`src/rtl/flow_table_packet_counter_unit_defines.svh`:
```
// ---------------------------------------------------------------------------
// flow table packet counter - assertion macros
// shared concurrent assertion forms, clocked on clk and held off in reset
// ---------------------------------------------------------------------------
`ifndef FLOW_TABLE_PACKET_COUNTER_UNIT_DEFINES_SVH
`define FLOW_TABLE_PACKET_COUNTER_UNIT_DEFINES_SVH

// property checked at every rising edge outside reset
`define FTPC_ASSERT(lbl, prop, msg) \
    lbl: assert property (@(posedge clk) disable iff (!rst_n) (prop)) else $error(msg);

// implication checked at every rising edge outside reset
`define FTPC_ASSERT_IMPL(lbl, pre, post, msg) \
    lbl: assert property (@(posedge clk) disable iff (!rst_n) (pre) |-> (post)) \
        else $error(msg);

`endif

```
`src/rtl/ftpc_pkg.sv`:
```
// ---------------------------------------------------------------------------
// ftpc_pkg
// types, widths and codes shared by the flow table packet counter modules
// ---------------------------------------------------------------------------
package ftpc_pkg;

    localparam int TABLE_DEPTH = 128;
    localparam int IDX_W       = $clog2(TABLE_DEPTH);
    localparam int CNT_W       = $clog2(TABLE_DEPTH + 1);

    localparam int ADDR_W   = 32;
    localparam int PORT_W   = 16;
    localparam int COUNT_W  = 32;
    localparam int SLOT_W   = 7;
    localparam int STATUS_W = 3;

    // operation codes
    localparam logic OP_DATA  = 1'b0;
    localparam logic OP_CLOSE = 1'b1;

    // result status codes
    localparam logic [STATUS_W-1:0] ST_COUNTED = 3'd0;
    localparam logic [STATUS_W-1:0] ST_ADDED   = 3'd1;
    localparam logic [STATUS_W-1:0] ST_FULL    = 3'd2;
    localparam logic [STATUS_W-1:0] ST_REMOVED = 3'd3;
    localparam logic [STATUS_W-1:0] ST_IGNORED = 3'd4;

    typedef struct packed {
        logic              is_close;
        logic [ADDR_W-1:0] addr;
        logic [PORT_W-1:0] port;
    } cmd_t;

    typedef struct packed {
        logic [ADDR_W-1:0]  addr;
        logic [PORT_W-1:0]  port;
        logic [COUNT_W-1:0] count;
    } entry_t;

    typedef struct packed {
        logic [STATUS_W-1:0] status;
        logic [SLOT_W-1:0]   slot;
        logic [COUNT_W-1:0]  count;
    } res_t;

    // saturating packet counter increment
    function automatic logic [COUNT_W-1:0] sat_inc(input logic [COUNT_W-1:0] c);
        logic [COUNT_W-1:0] r;
        r = (c == {COUNT_W{1'b1}}) ? c : c + COUNT_W'(1);
        return r;
    endfunction

endpackage

```
`src/rtl/ftpc_result_q.sv`:
```
// ---------------------------------------------------------------------------
// ftpc_result_q
// two-entry result queue between the table engine and the result port
// ---------------------------------------------------------------------------
module ftpc_result_q (
    input  logic           clk,
    input  logic           rst_n,
    input  logic           res_push,
    input  ftpc_pkg::res_t res_in,
    output logic           res_full,
    output logic           empty,
    input  logic           pop,
    output ftpc_pkg::res_t head
);
    import ftpc_pkg::*;

    res_t       q_reg [2];
    logic       wr_ptr_reg;
    logic       wr_ptr_next;
    logic       rd_ptr_reg;
    logic       rd_ptr_next;
    logic [1:0] cnt_reg;
    logic [1:0] cnt_next;
    logic       do_push;
    logic       do_pop;

    assign res_full = (cnt_reg == 2'd2);
    assign empty    = (cnt_reg == 2'd0);
    assign head     = q_reg[rd_ptr_reg];
    assign do_push  = res_push && !res_full;
    assign do_pop   = pop && !empty;

    always_comb
    begin
        wr_ptr_next = do_push ? ~wr_ptr_reg : wr_ptr_reg;
        rd_ptr_next = do_pop ? ~rd_ptr_reg : rd_ptr_reg;
        cnt_next    = cnt_reg + {1'b0, do_push} - {1'b0, do_pop};
    end

    always_ff @(posedge clk or negedge rst_n)
    begin
        if (!rst_n)
        begin
            wr_ptr_reg <= 1'b0;
            rd_ptr_reg <= 1'b0;
            cnt_reg    <= 2'd0;
        end
        else
        begin
            wr_ptr_reg <= wr_ptr_next;
            rd_ptr_reg <= rd_ptr_next;
            cnt_reg    <= cnt_next;
        end
    end

    always_ff @(posedge clk)
    begin
        if (do_push)
        begin
            q_reg[wr_ptr_reg] <= res_in;
        end
    end

endmodule

```
`config.mk`:
```
export PLATFORM = sky130hd
export DESIGN_NAME = ftpc_result_q
export DESIGN_NICKNAME = d
export VERILOG_FILES = /design/src/rtl/flow_table_packet_counter_unit_defines.svh /design/src/rtl/ftpc_pkg.sv /design/src/rtl/ftpc_result_q.sv
export SDC_FILE = /design/constraint.sdc
export NUM_CORES = 1
export LEC_CHECK = 0
export BUFFER_PORTS_ARGS = -buffer_cell sky130_fd_sc_hd__buf_2
export CAP_MARGIN = 20
export CORE_MARGIN = 3
export CORE_UTILIZATION = 38
export CTS_CLUSTER_DIAMETER = 100
export CTS_CLUSTER_SIZE = 12
export DETAILED_ROUTE_END_ITERATION = 7
export HOLD_SLACK_MARGIN = 0.02
export REMOVE_ABC_BUFFERS = 1
export SETUP_SLACK_MARGIN = 0.3
export SLEW_MARGIN = 15
export SYNTH_ARGS = -nofsm -noshare
export SYNTH_HDL_FRONTEND = slang
export SYNTH_SLANG_ARGS = --single-unit
```
`constraint.sdc`:
```
create_clock -name clk -period 3.4 [get_ports clk]
set_clock_uncertainty 0.2 [all_clocks]
set_input_delay 0 -clock clk [delete_from_list [all_inputs] [get_ports clk]]
set_output_delay 0 -clock clk [all_outputs]
set_load 0.02 [all_outputs]
```
==> impl_metrics.yaml <==
final_layout:
  ff_latch_area_um2: 2620
  nets: 341
  num-fill-cells: 720
  area_growth_pct: 34.3
  final_layout_size_suffix_gt1_frac: 0.513
  final_cell_mix: "buf_2 (89), edfxtp_1 (84), dlygate4sd3_1 (46), mux2_4 (39), clkbuf_8 (9)"
  multiInputGateArea_um2: 721
  largest_reg_flops: 84
  final_common_cell: "buf_2"
  antenna_cells: 0
  final_util: 0.526
clock_tree:
  cts_made_buffers: 9
  cts_num_sinks: 88
  cts_root_buf: "clkbuf_8"
  cts_max_level: 3
  cts_tree: "yes"
  ctsResizeCount: 0
  clock_path_buffers: 2
  clk_latency_ns: 0.34
  path_clk_slew_ns: 0.09
  cts_hold_buf: 46
  postCtsSetupBuffers: 0
yosys:
  ys_ff_latch: 88
  seq_area_frac_synth: 0.764
  synth_top_area_cell: "edfxtp_1"
  yosys.area_share.simple: 0.00948
  synthMuxAreaShare: 0.180
  synth_compound_area_frac: 0
  synthAdderAreaFrac: 0.00729
  synth_area_um2: 3430
  synth_area_leaders: "edfxtp_1 (73%), mux2_4 (17%), dfrtp_1 (2.9%)"
  synth_top_family_by_area: "multiplexers"
  ys_types: 15
  synth_top_area_frac: 0.735
  synth_area_per_cell_um2: 23.0
  yosys_warnings: 0
  synth_xor_area_frac: 0.0102
  syn_inst: 149
worst_setup_path:
  worstSetupEndpointType: "output pin"
  cp_data_arrival_time_ns: 2.06
  worstPathRequired_ns: 3.20
  worstPathMaxFanout: 25
  worstSetupPathType: "register to output pin"
  regToRegStartpoint: "cnt_reg[1]$_DFF_PN0_"
  crit_chain: "buf_4 -> mux2_4 -> buf_2"
  critical_path.max_stage_delay_ns: 0.86
  startpoint: "rd_ptr_reg$_DFFE_PN0P_"
  crit_path_start_kind: "register"
  crit_slowest_cell: "dfrtp_2"
sta:
  fin_setup_tns_ns: 0
  slew_headroom: 0.340
  hold_violations: 0
  period_minus_slack_ns: 2.26
  layout_setup_ws_ns: 1.14
  tightest_slew_ns: 0.990
  setup_viol: 0
  grt_setup_unrepaired: "false"
  finalMaxSlewViolations: 0
  timing.final.crit_share: 0.665
  fmax_ghz: 0.442
routing:
  antenna_left: 0
  routedWlPerCell_um: 14.9
  dr.pass1.iters: 4
  vias_per_cell: 4.41
  route.detailed.drc: 0
  wl_um: 6070
  vias: 1790
  first_iter_violations: 34
global_route:
  grt_pass1_vias: 1909
  antenna_found_initial: 0
  grt_pass1_wl_um: 9360
  grt_overflow: 0
  grt_max_degree: 43
  grt_usage: 0.123
pwr:
  p_total_uw: 3680
  p_per_area_nw_per_um2: 797
  ir_drop_mv: 0.343
  p_leak_uw: 0.00187
floorplanning:
  die_x_um: 101
  dieArea_um2: 10200
  fp-row-count: 34
  core_area_um2: 8760
  io_pins: 90
  start_util: 0.392
  die_h_um: 101
place:
  place_ws_ns: 1.35
  gp_congestion: 0.670
  hpwl_um: 3970
  portBuffers: 89
job:
  max_cap_violations: 0
worst_hold_path:
  hp-class: "primary input to register"
  worstHoldStart: "res_in[10]"
outcome:
  outcome: "completed"
## through the flow
step | hold slack (ns) | instances | instance area, µm²
final | 0.174 | 406 | 4610
after global routing | 0.153 | 406 | 4610
after CTS | 0.153 | 406 | 4610
after detailed placement | -0.381 | 344 | 3960
after global placement | -0.388 | 344 | 3960
after floorplan | -0.496 | 144 | 3340
## layout make-up
class,count,share of cell area
Sequential cell,88,0.569
Timing Repair Buffer,138,0.201
Multi-Input combinational cell,54,0.156
Tap cell,108,0.0293
Clock buffer,9,0.0269
Clock inverter,7,0.0155
Inverter,2,0.00163
## cell families (layout without fill, tap and decap cells)
logic type | Yosys count | count (layout)
xor gates and xnor gates | 4 | 4
and+or+nand+nor | 6 | 6
buffers and inverters | 7 | 156
adders and majority gates | 2 | 2
DFF | 88 | 88
muxes | 42 | 42
## synth_stat cells, drive strengths merged
master / number
edfxtp: 84
mux2: 42
buf: 5
dfrtp: 4
xnor2: 3
ha: 2
inv: 2
nor2: 2
and3: 1
nand2: 1
nand2b: 1
nor2b: 1
xor2: 1
## where the power goes
group / internal (µW) / switching [µW] / leakage, µW / total (µW)
combinational: 639 / 710 / 0.000949 / 1350
sequential: 1490 / 141 / 0.000826 / 1630
clock: 339 / 359 / 0.0000933 / 699
## layer usage
layer,vias up,track usage,share of wire
met4,0,0.0706,0.020
met5,-,0,0
met1,865,0.145,0.42
met2,54,0.209,0.51
li1,863,-,-
met3,8,0.0215,0.046
## worst max-delay path, delay by kind of cell (launching register included)
kind,cells,cell delay [ns]
buffers and inverters,2,0.51
flip-flops,1,0.86
multiplexers,1,0.33
## worst paths after layout
path,endpoint,depth (start not counted),slack [ns]
setup / recovery,head[12],3,1.14
hold / removal,q_reg[1][10]$_DFFE_PP_,2,0.17
setup reg to reg,q_reg[0][6]$_DFFE_PP_,4,1.36
hold reg to reg,cnt_reg[1]$_DFF_PN0_,1,0.32
max in group asynchronous,rd_ptr_reg$_DFFE_PN0P_,3,2.44
min in group asynchronous,wr_ptr_reg$_DFFE_PN0P_,3,0.36
Power figures use the tool's default switching activity.
