`src/rtl/flow_table_packet_counter_unit_defines.svh`:
```
// ---------------------------------------------------------------------------
// flow table packet counter - assertion macros
// shared concurrent assertion forms, clocked on clk and held off in reset
// ---------------------------------------------------------------------------
`ifndef FLOW_TABLE_PACKET_COUNTER_UNIT_DEFINES_SVH
`define FLOW_TABLE_PACKET_COUNTER_UNIT_DEFINES_SVH

// property checked at every rising edge outside reset
`define FTPC_ASSERT(lbl, prop, msg) \
    lbl: assert property (@(posedge clk) disable iff (!rst_n) (prop)) else $error(msg);

// implication checked at every rising edge outside reset
`define FTPC_ASSERT_IMPL(lbl, pre, post, msg) \
    lbl: assert property (@(posedge clk) disable iff (!rst_n) (pre) |-> (post)) \
        else $error(msg);

`endif

```
`src/rtl/ftpc_pkg.sv`:
```
// ---------------------------------------------------------------------------
// ftpc_pkg
// types, widths and codes shared by the flow table packet counter modules
// ---------------------------------------------------------------------------
package ftpc_pkg;

    localparam int TABLE_DEPTH = 128;
    localparam int IDX_W       = $clog2(TABLE_DEPTH);
    localparam int CNT_W       = $clog2(TABLE_DEPTH + 1);

    localparam int ADDR_W   = 32;
    localparam int PORT_W   = 16;
    localparam int COUNT_W  = 32;
    localparam int SLOT_W   = 7;
    localparam int STATUS_W = 3;

    // operation codes
    localparam logic OP_DATA  = 1'b0;
    localparam logic OP_CLOSE = 1'b1;

    // result status codes
    localparam logic [STATUS_W-1:0] ST_COUNTED = 3'd0;
    localparam logic [STATUS_W-1:0] ST_ADDED   = 3'd1;
    localparam logic [STATUS_W-1:0] ST_FULL    = 3'd2;
    localparam logic [STATUS_W-1:0] ST_REMOVED = 3'd3;
    localparam logic [STATUS_W-1:0] ST_IGNORED = 3'd4;

    typedef struct packed {
        logic              is_close;
        logic [ADDR_W-1:0] addr;
        logic [PORT_W-1:0] port;
    } cmd_t;

    typedef struct packed {
        logic [ADDR_W-1:0]  addr;
        logic [PORT_W-1:0]  port;
        logic [COUNT_W-1:0] count;
    } entry_t;

    typedef struct packed {
        logic [STATUS_W-1:0] status;
        logic [SLOT_W-1:0]   slot;
        logic [COUNT_W-1:0]  count;
    } res_t;

    // saturating packet counter increment
    function automatic logic [COUNT_W-1:0] sat_inc(input logic [COUNT_W-1:0] c);
        logic [COUNT_W-1:0] r;
        r = (c == {COUNT_W{1'b1}}) ? c : c + COUNT_W'(1);
        return r;
    endfunction

endpackage

```
`src/rtl/ftpc_front.sv`:
```
// ---------------------------------------------------------------------------
// ftpc_front
// accepts packet transactions, classifies them and holds them in a
// two-entry command queue for the table engine
// ---------------------------------------------------------------------------
module ftpc_front (
    input  logic                         clk,
    input  logic                         rst_n,
    input  logic                         push,
    output logic                         full,
    input  logic                         operation,
    input  logic [ftpc_pkg::ADDR_W-1:0]  source_address,
    input  logic [ftpc_pkg::PORT_W-1:0]  source_port,
    output logic                         cmd_valid,
    input  logic                         cmd_take,
    output ftpc_pkg::cmd_t               cmd
);
    import ftpc_pkg::*;

    cmd_t       q_reg [2];
    logic       wr_ptr_reg;
    logic       wr_ptr_next;
    logic       rd_ptr_reg;
    logic       rd_ptr_next;
    logic [1:0] cnt_reg;
    logic [1:0] cnt_next;
    logic       do_push;
    logic       do_pop;
    cmd_t       in_cmd;

    // classify the incoming transaction
    always_comb
    begin
        in_cmd.is_close = (operation == OP_CLOSE);
        in_cmd.addr     = source_address;
        in_cmd.port     = source_port;
    end

    assign full      = (cnt_reg == 2'd2);
    assign cmd_valid = (cnt_reg != 2'd0);
    assign cmd       = q_reg[rd_ptr_reg];
    assign do_push   = push && !full;
    assign do_pop    = cmd_take && cmd_valid;

    always_comb
    begin
        wr_ptr_next = do_push ? ~wr_ptr_reg : wr_ptr_reg;
        rd_ptr_next = do_pop ? ~rd_ptr_reg : rd_ptr_reg;
        cnt_next    = cnt_reg + {1'b0, do_push} - {1'b0, do_pop};
    end

    always_ff @(posedge clk or negedge rst_n)
    begin
        if (!rst_n)
        begin
            wr_ptr_reg <= 1'b0;
            rd_ptr_reg <= 1'b0;
            cnt_reg    <= 2'd0;
        end
        else
        begin
            wr_ptr_reg <= wr_ptr_next;
            rd_ptr_reg <= rd_ptr_next;
            cnt_reg    <= cnt_next;
        end
    end

    always_ff @(posedge clk)
    begin
        if (do_push)
        begin
            q_reg[wr_ptr_reg] <= in_cmd;
        end
    end

endmodule

```
`config.mk`:
```
export PLATFORM = sky130hd
export DESIGN_NAME = ftpc_front
export DESIGN_NICKNAME = d
export VERILOG_FILES = /design/src/rtl/flow_table_packet_counter_unit_defines.svh /design/src/rtl/ftpc_pkg.sv /design/src/rtl/ftpc_front.sv
export SDC_FILE = /design/constraint.sdc
export NUM_CORES = 1
export LEC_CHECK = 0
export BUFFER_PORTS_ARGS = -buffer_cell sky130_fd_sc_hd__buf_2
export CORE_ASPECT_RATIO = 1.2
export CORE_UTILIZATION = 44
export DETAILED_ROUTE_END_ITERATION = 8
export PLACE_DENSITY = 0.68
export SKIP_LAST_GASP = 1
export SYNTH_ARGS = -nofsm -noshare
export SYNTH_HDL_FRONTEND = slang
export SYNTH_SLANG_ARGS = --single-unit
```
`constraint.sdc`:
```
create_clock -name clk -period 3.5 [get_ports clk]
set_input_delay 0 -clock clk [delete_from_list [all_inputs] [get_ports clk]]
set_output_delay 0 -clock clk [all_outputs]
set_load 0.03 [all_outputs]
```
==> results.json <==
{
  "syn_inst": 171,
  "cts_setup_buffers": 0,
  "slew_viol_final": 0,
  "grt_max_degree": 51,
  "outcome": "complete, no violations",
  "crit_path_start_kind": "flip-flop",
  "wl_per_cell_um": 15.49,
  "register_area_um2": 3047,
  "fin_util_pct": 60.67,
  "start_util_pct": 45.90,
  "multi_input_area_um2": 842.1,
  "critical_path_arrival_ns": 1.97,
  "worstMarginPinSlew_ns": 1.180,
  "end_kind": "primary output",
  "antenna_found_initial": 0,
  "grt_use_met2_pct": 26.54,
  "clkPwrFrac_pct": 16.3,
  "crit_fanout": 50,
  "max_freq_mhz": 507.2,
  "cts_made_buffers": 9,
  "drv_cap": 0,
  "max-slew-margin-rel_pct": 21.31,
  "viasPerCell": 4.480,
  "critPathMaxStageDelay_ns": 1.05,
  "required_ns": 3.50,
  "final_nets": 387,
  "hold_class": "input pin to flip-flop",
  "largest_reg_flops": 98,
  "holdPathStages": 3,
  "setup_ws_ns": 1.529,
  "ctsResizeCount": 0,
  "fin_skew_ns": 0.005262,
  "use_met1_pct": 18.15,
  "ctsHoldBuffers": 52,
  "p_sw_mw": 1.525,
  "ff2ff_setup_slack_ns": 1.56,
  "synth.avg_cell_area_um2": 23.36,
  "r2r-start": "cnt_reg[1]",
  "p_int_mw": 2.742,
  "die_h_um": 106.4,
  "cpMaxStageDelayCell": "dfrtp_4",
  "grt-busiest-layer": "met2",
  "rsz0062_at_grt": "false",
  "drive_above_1_share_pct": 51.04,
  "grtUsageMet3_pct": 3.727,
  "drtAntennaViolNets": 0,
  "path_cells": "mux2_4 > buf_2",
  "seqPwrFrac_pct": 44.7,
  "synth_fp_nets": 226,
  "areaGrowthSynthToFinish_pct": 32.16,
  "clk_path_buf_depth": 2,
  "post-place-ws_ns": 1.528,
  "num_vias": 2034,
  "die_w_um": 88.99,
  "num_antenna_cells": 0,
  "clk_latency_ns": 0.36,
  "rr_worst_depth": 2,
  "period_minus_slack_ns": 1.971,
  "swShare_pct": 35.74,
  "rr_endpoint": "q_reg[1][35]",
  "grt_pass1_wl_um": 10470,
  "min-delay-start": "push",
  "hold_violations": 0,
  "drt_iter0_drc": 104,
  "root_buffer": "clkbuf_8",
  "finalCritPeriodShare_pct": 56.33,
  "drc": 0,
  "cts.sinks": 102,
  "gp_congestion": 0.6741,
  "fillCellCount": 684,
  "min_to": "wr_ptr_reg",
  "syn_area_um2": 3995,
  "die_area_um2": 9466,
  "yosysWarnings": 0,
  "p_per_area_nw_per_um2": 808.2,
  "drt_first_pass_iters": 4,
  "combPwrFrac_pct": 39.0,
  "ys_seq_elements": 102,
  "setup-tns-final_ns": 0,
  "setup_viol": 0,
  "synth_cell_types": 15,
  "core_area_um2": 8703,
  "place_hpwl_um": 4094,
  "port_buffers": 103,
  "io_pins": 104,
  "drt_wl_total_um": 7034,
  "p_leak_nw": 2.146,
  "worstSetupPathType": "flip-flop to primary output",
  "ir_drop_uv": 692.8,
  "rows": 37,
  "grt_overflow_total": 0,
  "htreeDepth": 3,
  "cts_tree": "done",
  "ys_seq_area_share_pct": 76.17,
  "track_usage_pct": 15.73,
  "clk_pin_slew_ns": 0.08,
  "grt_pass1_vias": 2132
}
-- power groups by stage --
stage | Clock (mW) | Sequential [mW] | Combinational (mW)
finish | 0.694 | 1.91 | 1.67
global route | 0.763 | 1.94 | 1.76
CTS | 0.717 | 1.91 | 1.69
detailed placement | 0 | 1.94 | 1.64
global placement | 0 | 1.93 | 1.63
floorplan | 0 | 1.77 | 1.50
-- worst max-delay path by stage --
stage	cells past startpoint	from	slack (ns)	end
floorplan	3	cnt_reg[1]	0.39	q_reg[0][0]
global placement	2	cnt_reg[1]	1.58	q_reg[1][29]
detailed placement	2	cnt_reg[1]	1.53	q_reg[1][35]
CTS	2	rd_ptr_reg	1.48	cmd[48]
global route	2	cnt_reg[1]	1.43	q_reg[1][32]
finish	2	rd_ptr_reg	1.53	cmd[1]
-- metrics by stage --
step / total power, mW / area [um^2] / hold slack [ns] / std cells
after floorplan: 3.272 / 3995 / -0.2956 / 171
after global placement: 3.558 / 4578 / -0.1916 / 386
after detailed placement: 3.582 / 4578 / -0.1886 / 386
after CTS: 4.321 / 5280 / 0.004619 / 454
after global routing: 4.465 / 5280 / 0.006945 / 454
final: 4.267 / 5280 / 0.02846 / 454
-- critical path, delay by kind of cell, from the launching register on --
kind / cells / cell delay (ns)
buf+inv: 1 / 0.18
mux: 1 / 0.36
flops: 1 / 1.05
-- Yosys cell counts --
master / n / area, um^2
inv_1: 2 / 7.510
dfrtp_1: 4 / 100.1
edfxtp_1: 98 / 2943
and3_1: 1 / 6.260
nor2_1: 1 / 3.750
and2_4: 1 / 8.760
or2_4: 1 / 8.760
mux2_4: 49 / 735.7
xnor2_1: 3 / 26.28
buf_12: 5 / 100.1
ha_1: 2 / 25.02
xor2_1: 1 / 8.760
nand2b_1: 1 / 6.260
nand2_1: 1 / 3.750
buf_6: 1 / 11.26
-- cell families (layout without fill, tap and decap cells) --
family	count (synthesis)	after routing	synth area share, %
flip-flops	102	102	76.17
XOR/XNOR	4	4	0.8771
AND/OR/NAND/NOR	6	6	0.9397
buffers and inverters	8	174	2.975
adder cells (fa/ha/maj)	2	2	0.6263
multiplexers	49	49	18.42
-- area by class of cell --
class | count | area share [%]
multi-input cells | 61 | 15.95
flip-flops and latches | 102 | 57.70
clock buffers | 11 | 2.488
well taps | 117 | 2.773
clock inverters | 5 | 0.9479
repair buffers | 156 | 20.00
inverters | 2 | 0.1422
-- placed cells by master (no fill, tap or decap), drive strengths merged --
cell,netlist,final
edfxtp,98,98
or2,1,1
clkinv,0,4
and2,1,1
ha,2,2
nand2b,1,1
xnor2,3,3
xor2,1,1
nor2,1,1
inv,2,2
clkbuf,0,11
dfrtp,4,4
bufinv,0,1
nand2,1,1
mux2,49,49
dlygate4sd3,0,52
buf,6,104
and3,1,1
-- per-layer routing --
layer	up-vias	share of wire, %
met3	16	3.3
met2	56	53
met5	-	0
met4	0	2.6
met1	977	41
li1	985	-
Note: power is estimated with default switching activity, not from simulation.
